`src/rtl/tbo_pkg.sv`:
```
package tbo_pkg;
  localparam logic [1:0] OP_C2P = 2'd0;
  localparam logic [1:0] OP_P2C = 2'd1;
  localparam logic [1:0] OP_INC = 2'd2;
  localparam logic [1:0] OP_DEC = 2'd3;
  localparam logic CFG_WIDTH  = 1'b0;
  localparam logic CFG_HEIGHT = 1'b1;
  localparam int POS_W = 32;

  // Data handed from one cell to the next
  typedef struct packed {
    logic             vld;
    logic [1:0]       op;
    logic             err;
    logic [15:0]      nx;
    logic [15:0]      ny;
    logic [15:0]      cx;
    logic [15:0]      cy;
    logic [POS_W-1:0] p;
    logic [POS_W-1:0] rem;
    logic [17:0]      quo;
    logic [15:0]      by;
    logic [15:0]      bx;
    logic [2:0]       sy;
    logic [2:0]       sx;
    logic [1:0]       ly;
    logic [1:0]       lx;
    logic             at_end;
  } tbo_beat_t;
endpackage

```
`src/rtl/tbo_div_cell.sv`:
```
// One restoring division step: bit k of quotient, divisor shifted by k
module tbo_div_cell #(
  parameter int K = 0,
  parameter bit SMALL = 1'b0
) (
  input  logic              clk,
  input  logic              rst_n,
  input  logic              adv,
  input  tbo_pkg::tbo_beat_t d_in,
  output tbo_pkg::tbo_beat_t d_out
);
  import tbo_pkg::*;
  tbo_beat_t d_r, d_nxt;
  logic [POS_W+18:0] dv;
  always_comb begin
    d_nxt = d_in;
    if (SMALL) dv = {{(POS_W+16){1'b0}}, d_in.sy} << K;
    else       dv = {{(POS_W+3){1'b0}}, d_in.nx} << K;
    if ({{19{1'b0}}, d_in.rem} >= dv) begin
      d_nxt.rem = d_in.rem - dv[POS_W-1:0];
      d_nxt.quo = d_in.quo | (18'd1 << K);
    end
  end
  // Advance the beat
  always_ff @(posedge clk) begin
    if (!rst_n) d_r.vld <= 1'b0;
    else if (adv) d_r.vld <= d_nxt.vld;
    if (adv) begin
      d_r.op <= d_nxt.op; d_r.err <= d_nxt.err; d_r.nx <= d_nxt.nx; d_r.ny <= d_nxt.ny;
      d_r.cx <= d_nxt.cx; d_r.cy <= d_nxt.cy; d_r.p <= d_nxt.p; d_r.rem <= d_nxt.rem;
      d_r.quo <= d_nxt.quo; d_r.by <= d_nxt.by; d_r.bx <= d_nxt.bx; d_r.sy <= d_nxt.sy;
      d_r.sx <= d_nxt.sx; d_r.ly <= d_nxt.ly; d_r.lx <= d_nxt.lx;
      d_r.at_end <= d_nxt.at_end;
    end
  end
  assign d_out = d_r;
endmodule

```
`config.mk`:
```
export PLATFORM = sky130hd
export DESIGN_NAME = tbo_div_cell
export DESIGN_NICKNAME = d
export VERILOG_FILES = /design/src/rtl/tbo_pkg.sv /design/src/rtl/tbo_div_cell.sv
export SDC_FILE = /design/constraint.sdc
export NUM_CORES = 1
export LEC_CHECK = 0
export BUFFER_PORTS_ARGS = -buffer_cell sky130_fd_sc_hd__buf_2
export CAP_MARGIN = 20
export CORE_AREA = 4 4 150 152
export CTS_BUF_LIST = sky130_fd_sc_hd__clkbuf_4 sky130_fd_sc_hd__clkbuf_8
export DETAILED_ROUTE_END_ITERATION = 16
export DIE_AREA = 0 0 154 156
export GPL_TIMING_DRIVEN = 1
export PLACE_DENSITY = 0.65
export REMOVE_ABC_BUFFERS = 1
export SETUP_SLACK_MARGIN = 0.15
export SLEW_MARGIN = 40
export SYNTH_ARGS = -nofsm -noshare
export SYNTH_HDL_FRONTEND = slang
export SYNTH_SLANG_ARGS = --single-unit
```
`constraint.sdc`:
```
create_clock -name clk -period 2.9 [get_ports clk]
set_input_delay 0.58 -clock clk [delete_from_list [all_inputs] [get_ports clk]]
set_output_delay 0.58 -clock clk [all_outputs]
set_load 0.005 [all_outputs]
```
==> results of run 1 <==
[stage by stage]
step	setup slack [ns]	area (µm²)	hold WS, ns	utilization (%)
final	0.341	10300	0.277	49.2
after floorplan	-0.100	7280	0.507	-
after CTS	0.386	10300	0.234	49.2
after detailed placement	-0.119	9920	0.517	47.2
after global placement	-0.0803	9920	0.496	47.2
after global routing	0.260	10300	0.215	49.2
[per-layer routing]
layer	part of all wire [%]	vias up
met5	0.44	-
met4	3.3	16
met3	8.6	51
met2	53	242
met1	35	2572
li1	-	2521
[cells by family after synthesis]
kind of cell             synth area share (%)
AO/OA/AOI/OAI                            5.39
XOR/XNOR                                 3.34
adder cells (fa/ha/maj)                  3.00
buffers and inverters                    1.65
flip-flops                               78.8
multiplexers                            0.699
AND/OR/NAND/NOR                          7.08
[how the worst max path moves through the flow]
| stage | endpoint | slack, ns | cells after the start |
|---|---|---|---|
| floorplan | d_out[84] | -0.10 | 10 |
| global placement | d_out[71] | -0.08 | 7 |
| detailed placement | d_out[71] | -0.12 | 7 |
| CTS | d_out[71] | 0.39 | 7 |
| global route | d_out[86] | 0.26 | 12 |
| finish | d_out[71] | 0.34 | 7 |
[power by group through the flow]
stage | clock (mW) | combinational, mW | sequential [mW]
3_5_place_dp | 0 | 0.879 | 3.47
3_3_place_gp | 0 | 0.863 | 3.46
6_report | 1.75 | 0.861 | 3.40
2_1_floorplan | 0 | 0.228 | 3.50
4_1_cts | 1.81 | 0.882 | 3.40
5_1_grt | 1.94 | 0.941 | 3.42
[area by class of cell]
type | instances | area (µm²)
Multi-Input combinational cell | 209 | 1430
Timing Repair Buffer | 429 | 2300
Clock buffer | 18 | 241
Sequential cell | 193 | 5790
Clock inverter | 14 | 168
Tap cell | 275 | 344
Inverter | 18 | 67.6
Fill cell | 1853 | 10700
Antenna cell | 1 | 2.50
[placed cells by master, fill, tap and decap left out, types with 2 or more instances in the layout]
cell type / n
buf_2: 387
edfxtp_1: 192
buf_4: 38
nor2_1: 27
a21oi_1: 26
inv_1: 18
nand2_1: 18
xnor2_1: 18
clkbuf_8: 18
ha_1: 16
nand4_1: 10
xor2_1: 10
nor3_1: 8
o21ai_0: 6
a21o_1: 6
nand2b_1: 5
a31oi_1: 5
clkinv_8: 5
nand3_1: 4
or3_1: 3
nor4_1: 3
or4_1: 3
a211o_1: 3
nor2b_1: 3
o21a_1: 3
inv_6: 3
inv_8: 3
clkinv_4: 3
buf_12: 3
and2_1: 2
o211ai_1: 2
a21boi_0: 2
nand4b_1: 2
nor3b_1: 2
and3_1: 2
mux2_4: 2
==> impl_metrics.py, run 1 <==
metrics = {
    "timing": {
        "final_hold_viol_count": 0,
        "rsz0062_at_grt": "false",
        "fmax_mhz": 391,
        "period_minus_slack_ns": 2.56,
        "clock-skew-final_ns": 0,
        "tns_ns": 0,
        "slew_violations": 0,
        "setup_viol": 0,
        "worstMarginPinSlew_ns": 0.562,
        "fin_crit_sh_pct": 88.2,
        "max_slew_margin_pct": 62.6,
    },
    "floorplan": {
        "start_util_pct": 34.9,
        "io_pins": 389,
        "die_x_um": 154,
        "die_y_um": 156,
        "die-area_mm2": 0.0240,
        "rows": 53,
        "core_area_mm2": 0.0210,
    },
    "synth": {
        "synth.area.top_cells": "edfxtp_1 (79%), ha_1 (2.7%), xnor2_1 (2.1%), a21oi_1 (1.8%), nor2_1 (1.4%)",
        "yosysSeqAreaShare_pct": 78.8,
        "syn_area_per_cell_um2": 17.1,
        "synth.top_cells.by_count": "edfxtp_1 (192), nor2_1 (27), a21oi_1 (26)",
        "syn-instance-count": 430,
        "synthDistinctLibCells": 50,
        "synth-seq-cells": 193,
        "synth_most_common_cell": "edfxtp_1",
        "yosys.area.top_type": "edfxtp_1",
        "yosysTopAreaCellShare_pct": 78.6,
        "synthFlopType": "edfxtp_1",
        "yosysWarnings": 0,
        "synth_edf_count": 192,
        "syn_area_mm2": 0.00734,
        "synthArstFlopShare_pct": 0,
    },
    "power_and_ir_drop": {
        "internal-power_mw": 4.42,
        "netSwitchingPower_mw": 1.58,
        "vdd_drop_max_uv": 252,
        "p_per_area_mw_per_mm2": 581,
        "leakage_nw": 4.50,
        "power_mw": 6.01,
        "pwr-share-clk_pct": 29.1,
        "power_frac_seq_pct": 56.6,
        "power_frac_comb_pct": 14.3,
        "p_sw_share_pct": 26.4,
    },
    "worst_setup_path": {
        "crit_fanout": 23,
        "reg2reg_depth": 2,
        "crit_path_end_kind": "flop",
        "r2r_setup_slack_ns": 2.29,
        "slowest_stage": "or4_4",
        "worst_setup_path_start_kind": "input port",
        "r2r-end": "d_out[192]",
        "critPathRequiredTime_ns": 3.10,
        "cpPeakStageDelay_ns": 0.55,
        "cp_top_family": "simple AND/OR/NAND/NOR gates",
        "critPathKind": "in2reg",
        "crit_arrival_ns": 2.76,
        "rr_startpoint": "d_out[192]",
        "path_buf_inv": 2,
        "critPathLaunch": "d_in[87]",
        "cp_cell_sequence": "buf_2 -> or4_4 -> or4_1 -> a211o_1 -> a211o_4 -> buf_12 -> mux2_4",
    },
    "grt": {
        "grt_first_pass_wirelength_um": 33300,
        "grt_pass1_vias": 5410,
        "antenna_found_initial": 9,
        "use_met2_pct": 33.7,
        "gr-usage-all-layers_pct": 18.7,
        "grt_max_degree": 68,
        "overflow": 0,
        "grtUsageMet3_pct": 6.93,
        "grt_busiest_layer": "met2",
        "grtUsageMet1_pct": 19.7,
    },
    "drt": {
        "via_per_inst": 4.67,
        "routedWlPerCell_um": 20.4,
        "ant_nets": 0,
        "drt_wl_total_um": 23600,
        "drc_errors": 0,
        "drtIter0Drc": 357,
        "num_vias": 5402,
        "first_pass_iters": 4,
    },
    "clock_network": {
        "clk_latency_ns": 0.46,
        "clock-sinks": 193,
        "cts-root-buf": "clkbuf_8",
        "clockBufferDepth": 2,
        "numCtsBuffers": 17,
        "holdBufCountCts": 0,
        "postCtsSetupRepairBufs": 0,
        "cts_resized": 0,
        "clkTransAtPathRegs_ns": 0.13,
        "cts_tree": "built",
        "h-tree-depth": 4,
    },
    "outcome": {
        "status": "finished clean",
    },
    "min_path": {
        "hold_path_depth": 1,
        "hp-start": "d_in[106]",
        "hold_class": "in2reg",
        "min_to": "d_out[106]",
    },
    "placement": {
        "numPortBuffers": 388,
        "placed_cells": 1124,
        "gp_congestion": 0.855,
        "hpwl_um": 19100,
    },
    "final_layout": {
        "drive_above_1_share_pct": 53.2,
        "areaGrowthSynthToFinish_pct": 40.9,
        "fin_cells": 1157,
        "nets": 1081,
        "largest_reg_flops": 193,
    },
    "job": {
        "max_cap_viol_count": 0,
    },
}
No activity file was read; power rests on OpenSTA's default activity.
==> run 2: changes to the inputs <==
--- a/config.mk
+++ b/config.mk
@@ -7,12 +7,12 @@
 export LEC_CHECK = 0
 export BUFFER_PORTS_ARGS = -buffer_cell sky130_fd_sc_hd__buf_2
 export CAP_MARGIN = 20
-export CORE_AREA = 4 4 150 152
+export CORE_AREA = 4 4 149 151
 export CTS_BUF_LIST = sky130_fd_sc_hd__clkbuf_4 sky130_fd_sc_hd__clkbuf_8
 export DETAILED_ROUTE_END_ITERATION = 16
-export DIE_AREA = 0 0 154 156
+export DIE_AREA = 0 0 153 155
 export GPL_TIMING_DRIVEN = 1
-export PLACE_DENSITY = 0.65
+export PLACE_DENSITY = 0.66
 export REMOVE_ABC_BUFFERS = 1
 export SETUP_SLACK_MARGIN = 0.15
 export SLEW_MARGIN = 40
==> impl_metrics.py, run 2 (synthesized netlist as in run 1, its figures left out) <==
metrics = {
    "floorplan": {
        "die-area_mm2": 0.0237,
        "start_util_pct": 35.2,
        "core_area_mm2": 0.0208,
        "rows": 53,
        "die_y_um": 155,
        "die_x_um": 153,
        "io_pins": 389,
    },
    "drt": {
        "num_vias": 5391,
        "drc_errors": 0,
        "first_pass_iters": 5,
        "via_per_inst": 4.68,
        "ant_nets": 0,
        "drtIter0Drc": 341,
        "routedWlPerCell_um": 20.4,
        "drt_wl_total_um": 23600,
    },
    "clock_network": {
        "clk_latency_ns": 0.44,
        "postCtsSetupRepairBufs": 0,
        "cts-root-buf": "clkbuf_8",
        "holdBufCountCts": 0,
        "h-tree-depth": 4,
        "clockBufferDepth": 2,
        "clkTransAtPathRegs_ns": 0.12,
        "cts_resized": 0,
        "cts_tree": "built",
        "numCtsBuffers": 17,
        "clock-sinks": 193,
    },
    "final_layout": {
        "areaGrowthSynthToFinish_pct": 40.8,
        "num_antenna_cells": 0,
        "final_common_cell": "buf_2",
        "final_cell_mix": "buf_2 (387), edfxtp_1 (192), buf_4 (35)",
        "largest_reg_flops": 193,
        "drive_above_1_share_pct": 53.1,
        "regArea_mm2": 0.00579,
        "finalCoreUtilization_pct": 49.6,
        "multiInputGateArea_mm2": 0.00143,
        "fillers": 1818,
        "nets": 1079,
    },
    "worst_setup_path": {
        "crit_path_end_kind": "flop",
        "r2r-end": "d_out[192]",
        "r2r_setup_slack_ns": 2.31,
        "critPathRequiredTime_ns": 3.10,
        "worst_setup_path_start_kind": "input port",
        "cp_top_family": "simple AND/OR/NAND/NOR gates",
        "reg2reg_depth": 2,
        "cpPeakStageDelay_ns": 0.54,
        "critPathKind": "in2reg",
        "rr_startpoint": "d_out[192]",
        "crit_arrival_ns": 2.73,
        "slowest_stage": "or4_4",
        "path_buf_inv": 2,
        "crit_fanout": 7,
        "cp_cell_sequence": "buf_2 -> or4_4 -> or4_1 -> a211o_1 -> a211o_4 -> buf_4 -> mux2_4",
    },
    "min_path": {
        "hp-start": "d_in[36]",
        "hold_path_depth": 1,
        "min_to": "d_out[36]",
        "hold_class": "in2reg",
    },
    "placement": {
        "hpwl_um": 19000,
        "numPortBuffers": 388,
        "gp_congestion": 0.907,
        "post-place-ws_ns": -0.0988,
    },
    "timing": {
        "rsz0062_at_grt": "false",
        "fin_ws_ns": 0.375,
        "clock-skew-final_ns": 0,
        "period_minus_slack_ns": 2.53,
        "final_hold_viol_count": 0,
        "fmax_mhz": 396,
        "fin_crit_sh_pct": 87.1,
        "setup_viol": 0,
        "slew_violations": 0,
        "max_slew_margin_pct": 59.2,
        "worstMarginPinSlew_ns": 0.612,
    },
    "grt": {
        "grt_max_degree": 72,
        "grt_pass1_vias": 5395,
        "grt_first_pass_wirelength_um": 33500,
        "gr-usage-all-layers_pct": 19.1,
        "antenna_found_initial": 3,
        "overflow": 0,
    },
    "power_and_ir_drop": {
        "vdd_drop_max_uv": 308,
        "p_per_area_mw_per_mm2": 579,
        "leakage_nw": 4.49,
    },
    "outcome": {
        "status": "finished clean",
    },
    "job": {
        "max_cap_viol_count": 0,
    },
}
-- run 2: stage by stage --
step	power (mW)	hold slack, ns	setup TNS, ns	cell area (µm²)	cells
floorplan	3.73	0.507	-0.184	7280	420
global placement	4.33	0.495	-0.335	9920	1122
detailed placement	4.34	0.515	-0.548	9920	1122
CTS	6.08	0.242	0	10300	1153
global route	6.27	0.230	0	10300	1153
finish	5.99	0.288	0	10300	1153
-- run 2: area by class of cell --
cell class              instances  share of cell area (%)
flip-flops and latches        193                    56.0
multi-input cells             209                    13.9
repair buffers                427                    22.2
clock inverters                14                    1.67
inverters                      18                   0.654
clock buffers                  17                    2.27
well taps                     275                    3.33
-- run 2: per-layer routing --
layer	global-route usage [%]	vias up	routed length, µm
li1	-	2518	-
met1	21.6	2605	8610
met2	33.4	236	12200
met3	7.84	26	2180
met4	5.39	6	513
met5	0	-	47
-- run 2: worst register-to-register path: stages, from the launching register on --
cell and delay [ns]:
dfxtp_1 0.32, mux2i_1 0.12, nor2b_1 0.06
-- run 2: worst max path at each step --
stage	start	end	slack, ns	depth (start not counted)
after floorplan	d_in[61]	d_out[84]	-0.10	10
after global placement	d_in[61]	d_out[84]	-0.08	12
after detailed placement	d_in[87]	d_out[71]	-0.1	7
after CTS	d_in[87]	d_out[73]	0.42	7
after global routing	d_in[61]	d_out[86]	0.26	12
final	d_in[87]	d_out[73]	0.37	7
-- run 2: where the power goes --
group	switching [mW]	leakage (nW)	internal (mW)	total, mW
registers	0.0559	1.89	3.34	3.40
clock network	1.07	0.201	0.651	1.72
logic	0.453	2.40	0.418	0.871
total	1.58	4.49	4.41	5.99
==> run 3: changes to the inputs <==
--- a/config.mk
+++ b/config.mk
@@ -12,7 +12,7 @@
 export DETAILED_ROUTE_END_ITERATION = 16
 export DIE_AREA = 0 0 153 155
 export GPL_TIMING_DRIVEN = 1
-export PLACE_DENSITY = 0.66
+export PLACE_DENSITY = 0.63
 export REMOVE_ABC_BUFFERS = 1
 export SETUP_SLACK_MARGIN = 0.15
 export SLEW_MARGIN = 40
==> constraint.sdc (replaced) <==
create_clock -name clk -period 2.7 [get_ports clk]
set_input_delay 0.54 -clock clk [delete_from_list [all_inputs] [get_ports clk]]
set_output_delay 0.54 -clock clk [all_outputs]
set_load 0.005 [all_outputs]
==> impl_metrics.py, run 3 (synthesized netlist as in run 1, its figures left out) <==
metrics = {
    "worst_setup_path": {
        "crit_fanout": 15,
        "critPathKind": "in2reg",
        "crit_arrival_ns": 2.72,
        "crit_path_end_kind": "flop",
        "worst_setup_path_start_kind": "input port",
        "critPathRequiredTime_ns": 2.91,
    },
    "power_and_ir_drop": {
        "power_frac_seq_pct": 55.8,
        "p_per_area_mw_per_mm2": 612,
        "internal-power_mw": 4.80,
        "power_mw": 6.53,
        "p_sw_share_pct": 26.5,
        "vdd_drop_max_uv": 293,
        "leakage_nw": 4.70,
        "pwr-share-clk_pct": 29.0,
        "netSwitchingPower_mw": 1.73,
        "power_frac_comb_pct": 15.2,
    },
    "floorplan": {
        "io_pins": 389,
        "core_area_mm2": 0.0208,
        "die-area_mm2": 0.0237,
        "rows": 53,
        "start_util_pct": 35.2,
        "die_y_um": 155,
        "die_x_um": 153,
    },
    "final_layout": {
        "nets": 1122,
        "final_common_cell": "buf_2",
        "num_antenna_cells": 0,
        "largest_reg_flops": 193,
        "final_cell_mix": "buf_2 (387), edfxtp_1 (192), buf_4 (79)",
        "areaGrowthSynthToFinish_pct": 45.3,
        "final_area_mm2": 0.0107,
        "drive_above_1_share_pct": 56.0,
    },
    "drt": {
        "via_per_inst": 4.67,
        "first_pass_iters": 4,
        "routedWlPerCell_um": 19.4,
        "num_vias": 5591,
        "drt_wl_total_um": 23300,
        "drc_errors": 0,
        "drtIter0Drc": 411,
        "ant_nets": 0,
    },
    "timing": {
        "fmax_mhz": 397,
        "period_minus_slack_ns": 2.52,
        "worstMarginPinSlew_ns": 0.453,
        "final_hold_viol_count": 0,
        "fin_crit_sh_pct": 93.3,
        "clock-skew-final_ns": 0,
        "fin_ws_ns": 0.180,
        "hold_slack_ns": 0.232,
        "setup_viol": 0,
        "max_slew_margin_pct": 69.8,
        "rsz0062_at_grt": "false",
        "slew_violations": 0,
    },
    "clock_network": {
        "cts_resized": 0,
        "h-tree-depth": 4,
        "postCtsSetupRepairBufs": 0,
        "clock-sinks": 193,
        "cts-root-buf": "clkbuf_8",
        "cts_tree": "built",
        "clkTransAtPathRegs_ns": 0.13,
        "clockBufferDepth": 2,
        "numCtsBuffers": 17,
        "clk_latency_ns": 0.46,
        "holdBufCountCts": 0,
    },
    "grt": {
        "antenna_found_initial": 3,
        "gr-usage-all-layers_pct": 18.9,
        "grt_max_degree": 53,
        "grt_first_pass_wirelength_um": 33700,
        "grt_pass1_vias": 5555,
        "overflow": 0,
    },
    "placement": {
        "numPortBuffers": 388,
        "placed_area_mm2": 0.0102,
        "gp_congestion": 0.856,
        "post-place-ws_ns": -0.317,
        "hpwl_um": 18500,
    },
    "outcome": {
        "status": "finished clean",
    },
    "job": {
        "max_cap_viol_count": 0,
    },
    "min_path": {
        "hold_class": "in2reg",
    },
}
run 3: layout make-up:
type / count / area, µm²
Fill cell: 1815 / 10200
Timing Repair Buffer: 470 / 2600
Inverter: 18 / 67.6
Clock inverter: 14 / 160
Clock buffer: 18 / 241
Tap cell: 275 / 344
Sequential cell: 193 / 5790
Multi-Input combinational cell: 209 / 1460
run 3: metal layers:
metal,global-route usage (%),wire length (µm),vias up
met5,0,23,-
met4,6.58,706,4
met3,5.79,1680,39
met2,33.7,12200,250
met1,21.6,8630,2699
li1,-,-,2599
run 3: worst max-delay path, stage by stage:
cell and delay (ns):
buf_2 0.11, or4_4 0.54, or4_4 0.44, a211o_1 0.27, a211o_4 0.30, buf_4 0.21, mux2_4 0.30
run 3: path summary, 6_finish.rpt:
path,to,slack [ns],start,depth (start not counted)
setup / recovery,d_out[71],0.18,d_in[87],7
hold / removal,d_out[128],0.23,d_in[128],1
setup reg to reg,d_out[192],2.09,d_out[192],2
hold reg to reg,d_out[192],0.54,d_out[192],2
run 3: per-stage QoR:
step | util, % | TNS, ns | std cells
5_1_grt | 51.2 | 0 | 1197
3_3_place_gp | 49.1 | -5.72 | 1165
4_1_cts | 51.1 | 0 | 1197
6_report | 51.2 | 0 | 1197
3_5_place_dp | 49.1 | -6.35 | 1165
2_1_floorplan | - | -1.49 | 420
run 3: power by group through the flow:
stage                     Sequential, mW  Clock, mW  Combinational [mW]
final                               3.64       1.89               0.991
after global routing                3.67       2.10                1.08
after CTS                           3.65       1.95                1.00
after detailed placement            3.71          0               0.999
after global placement              3.71          0               0.985
after floorplan                     3.76          0               0.245
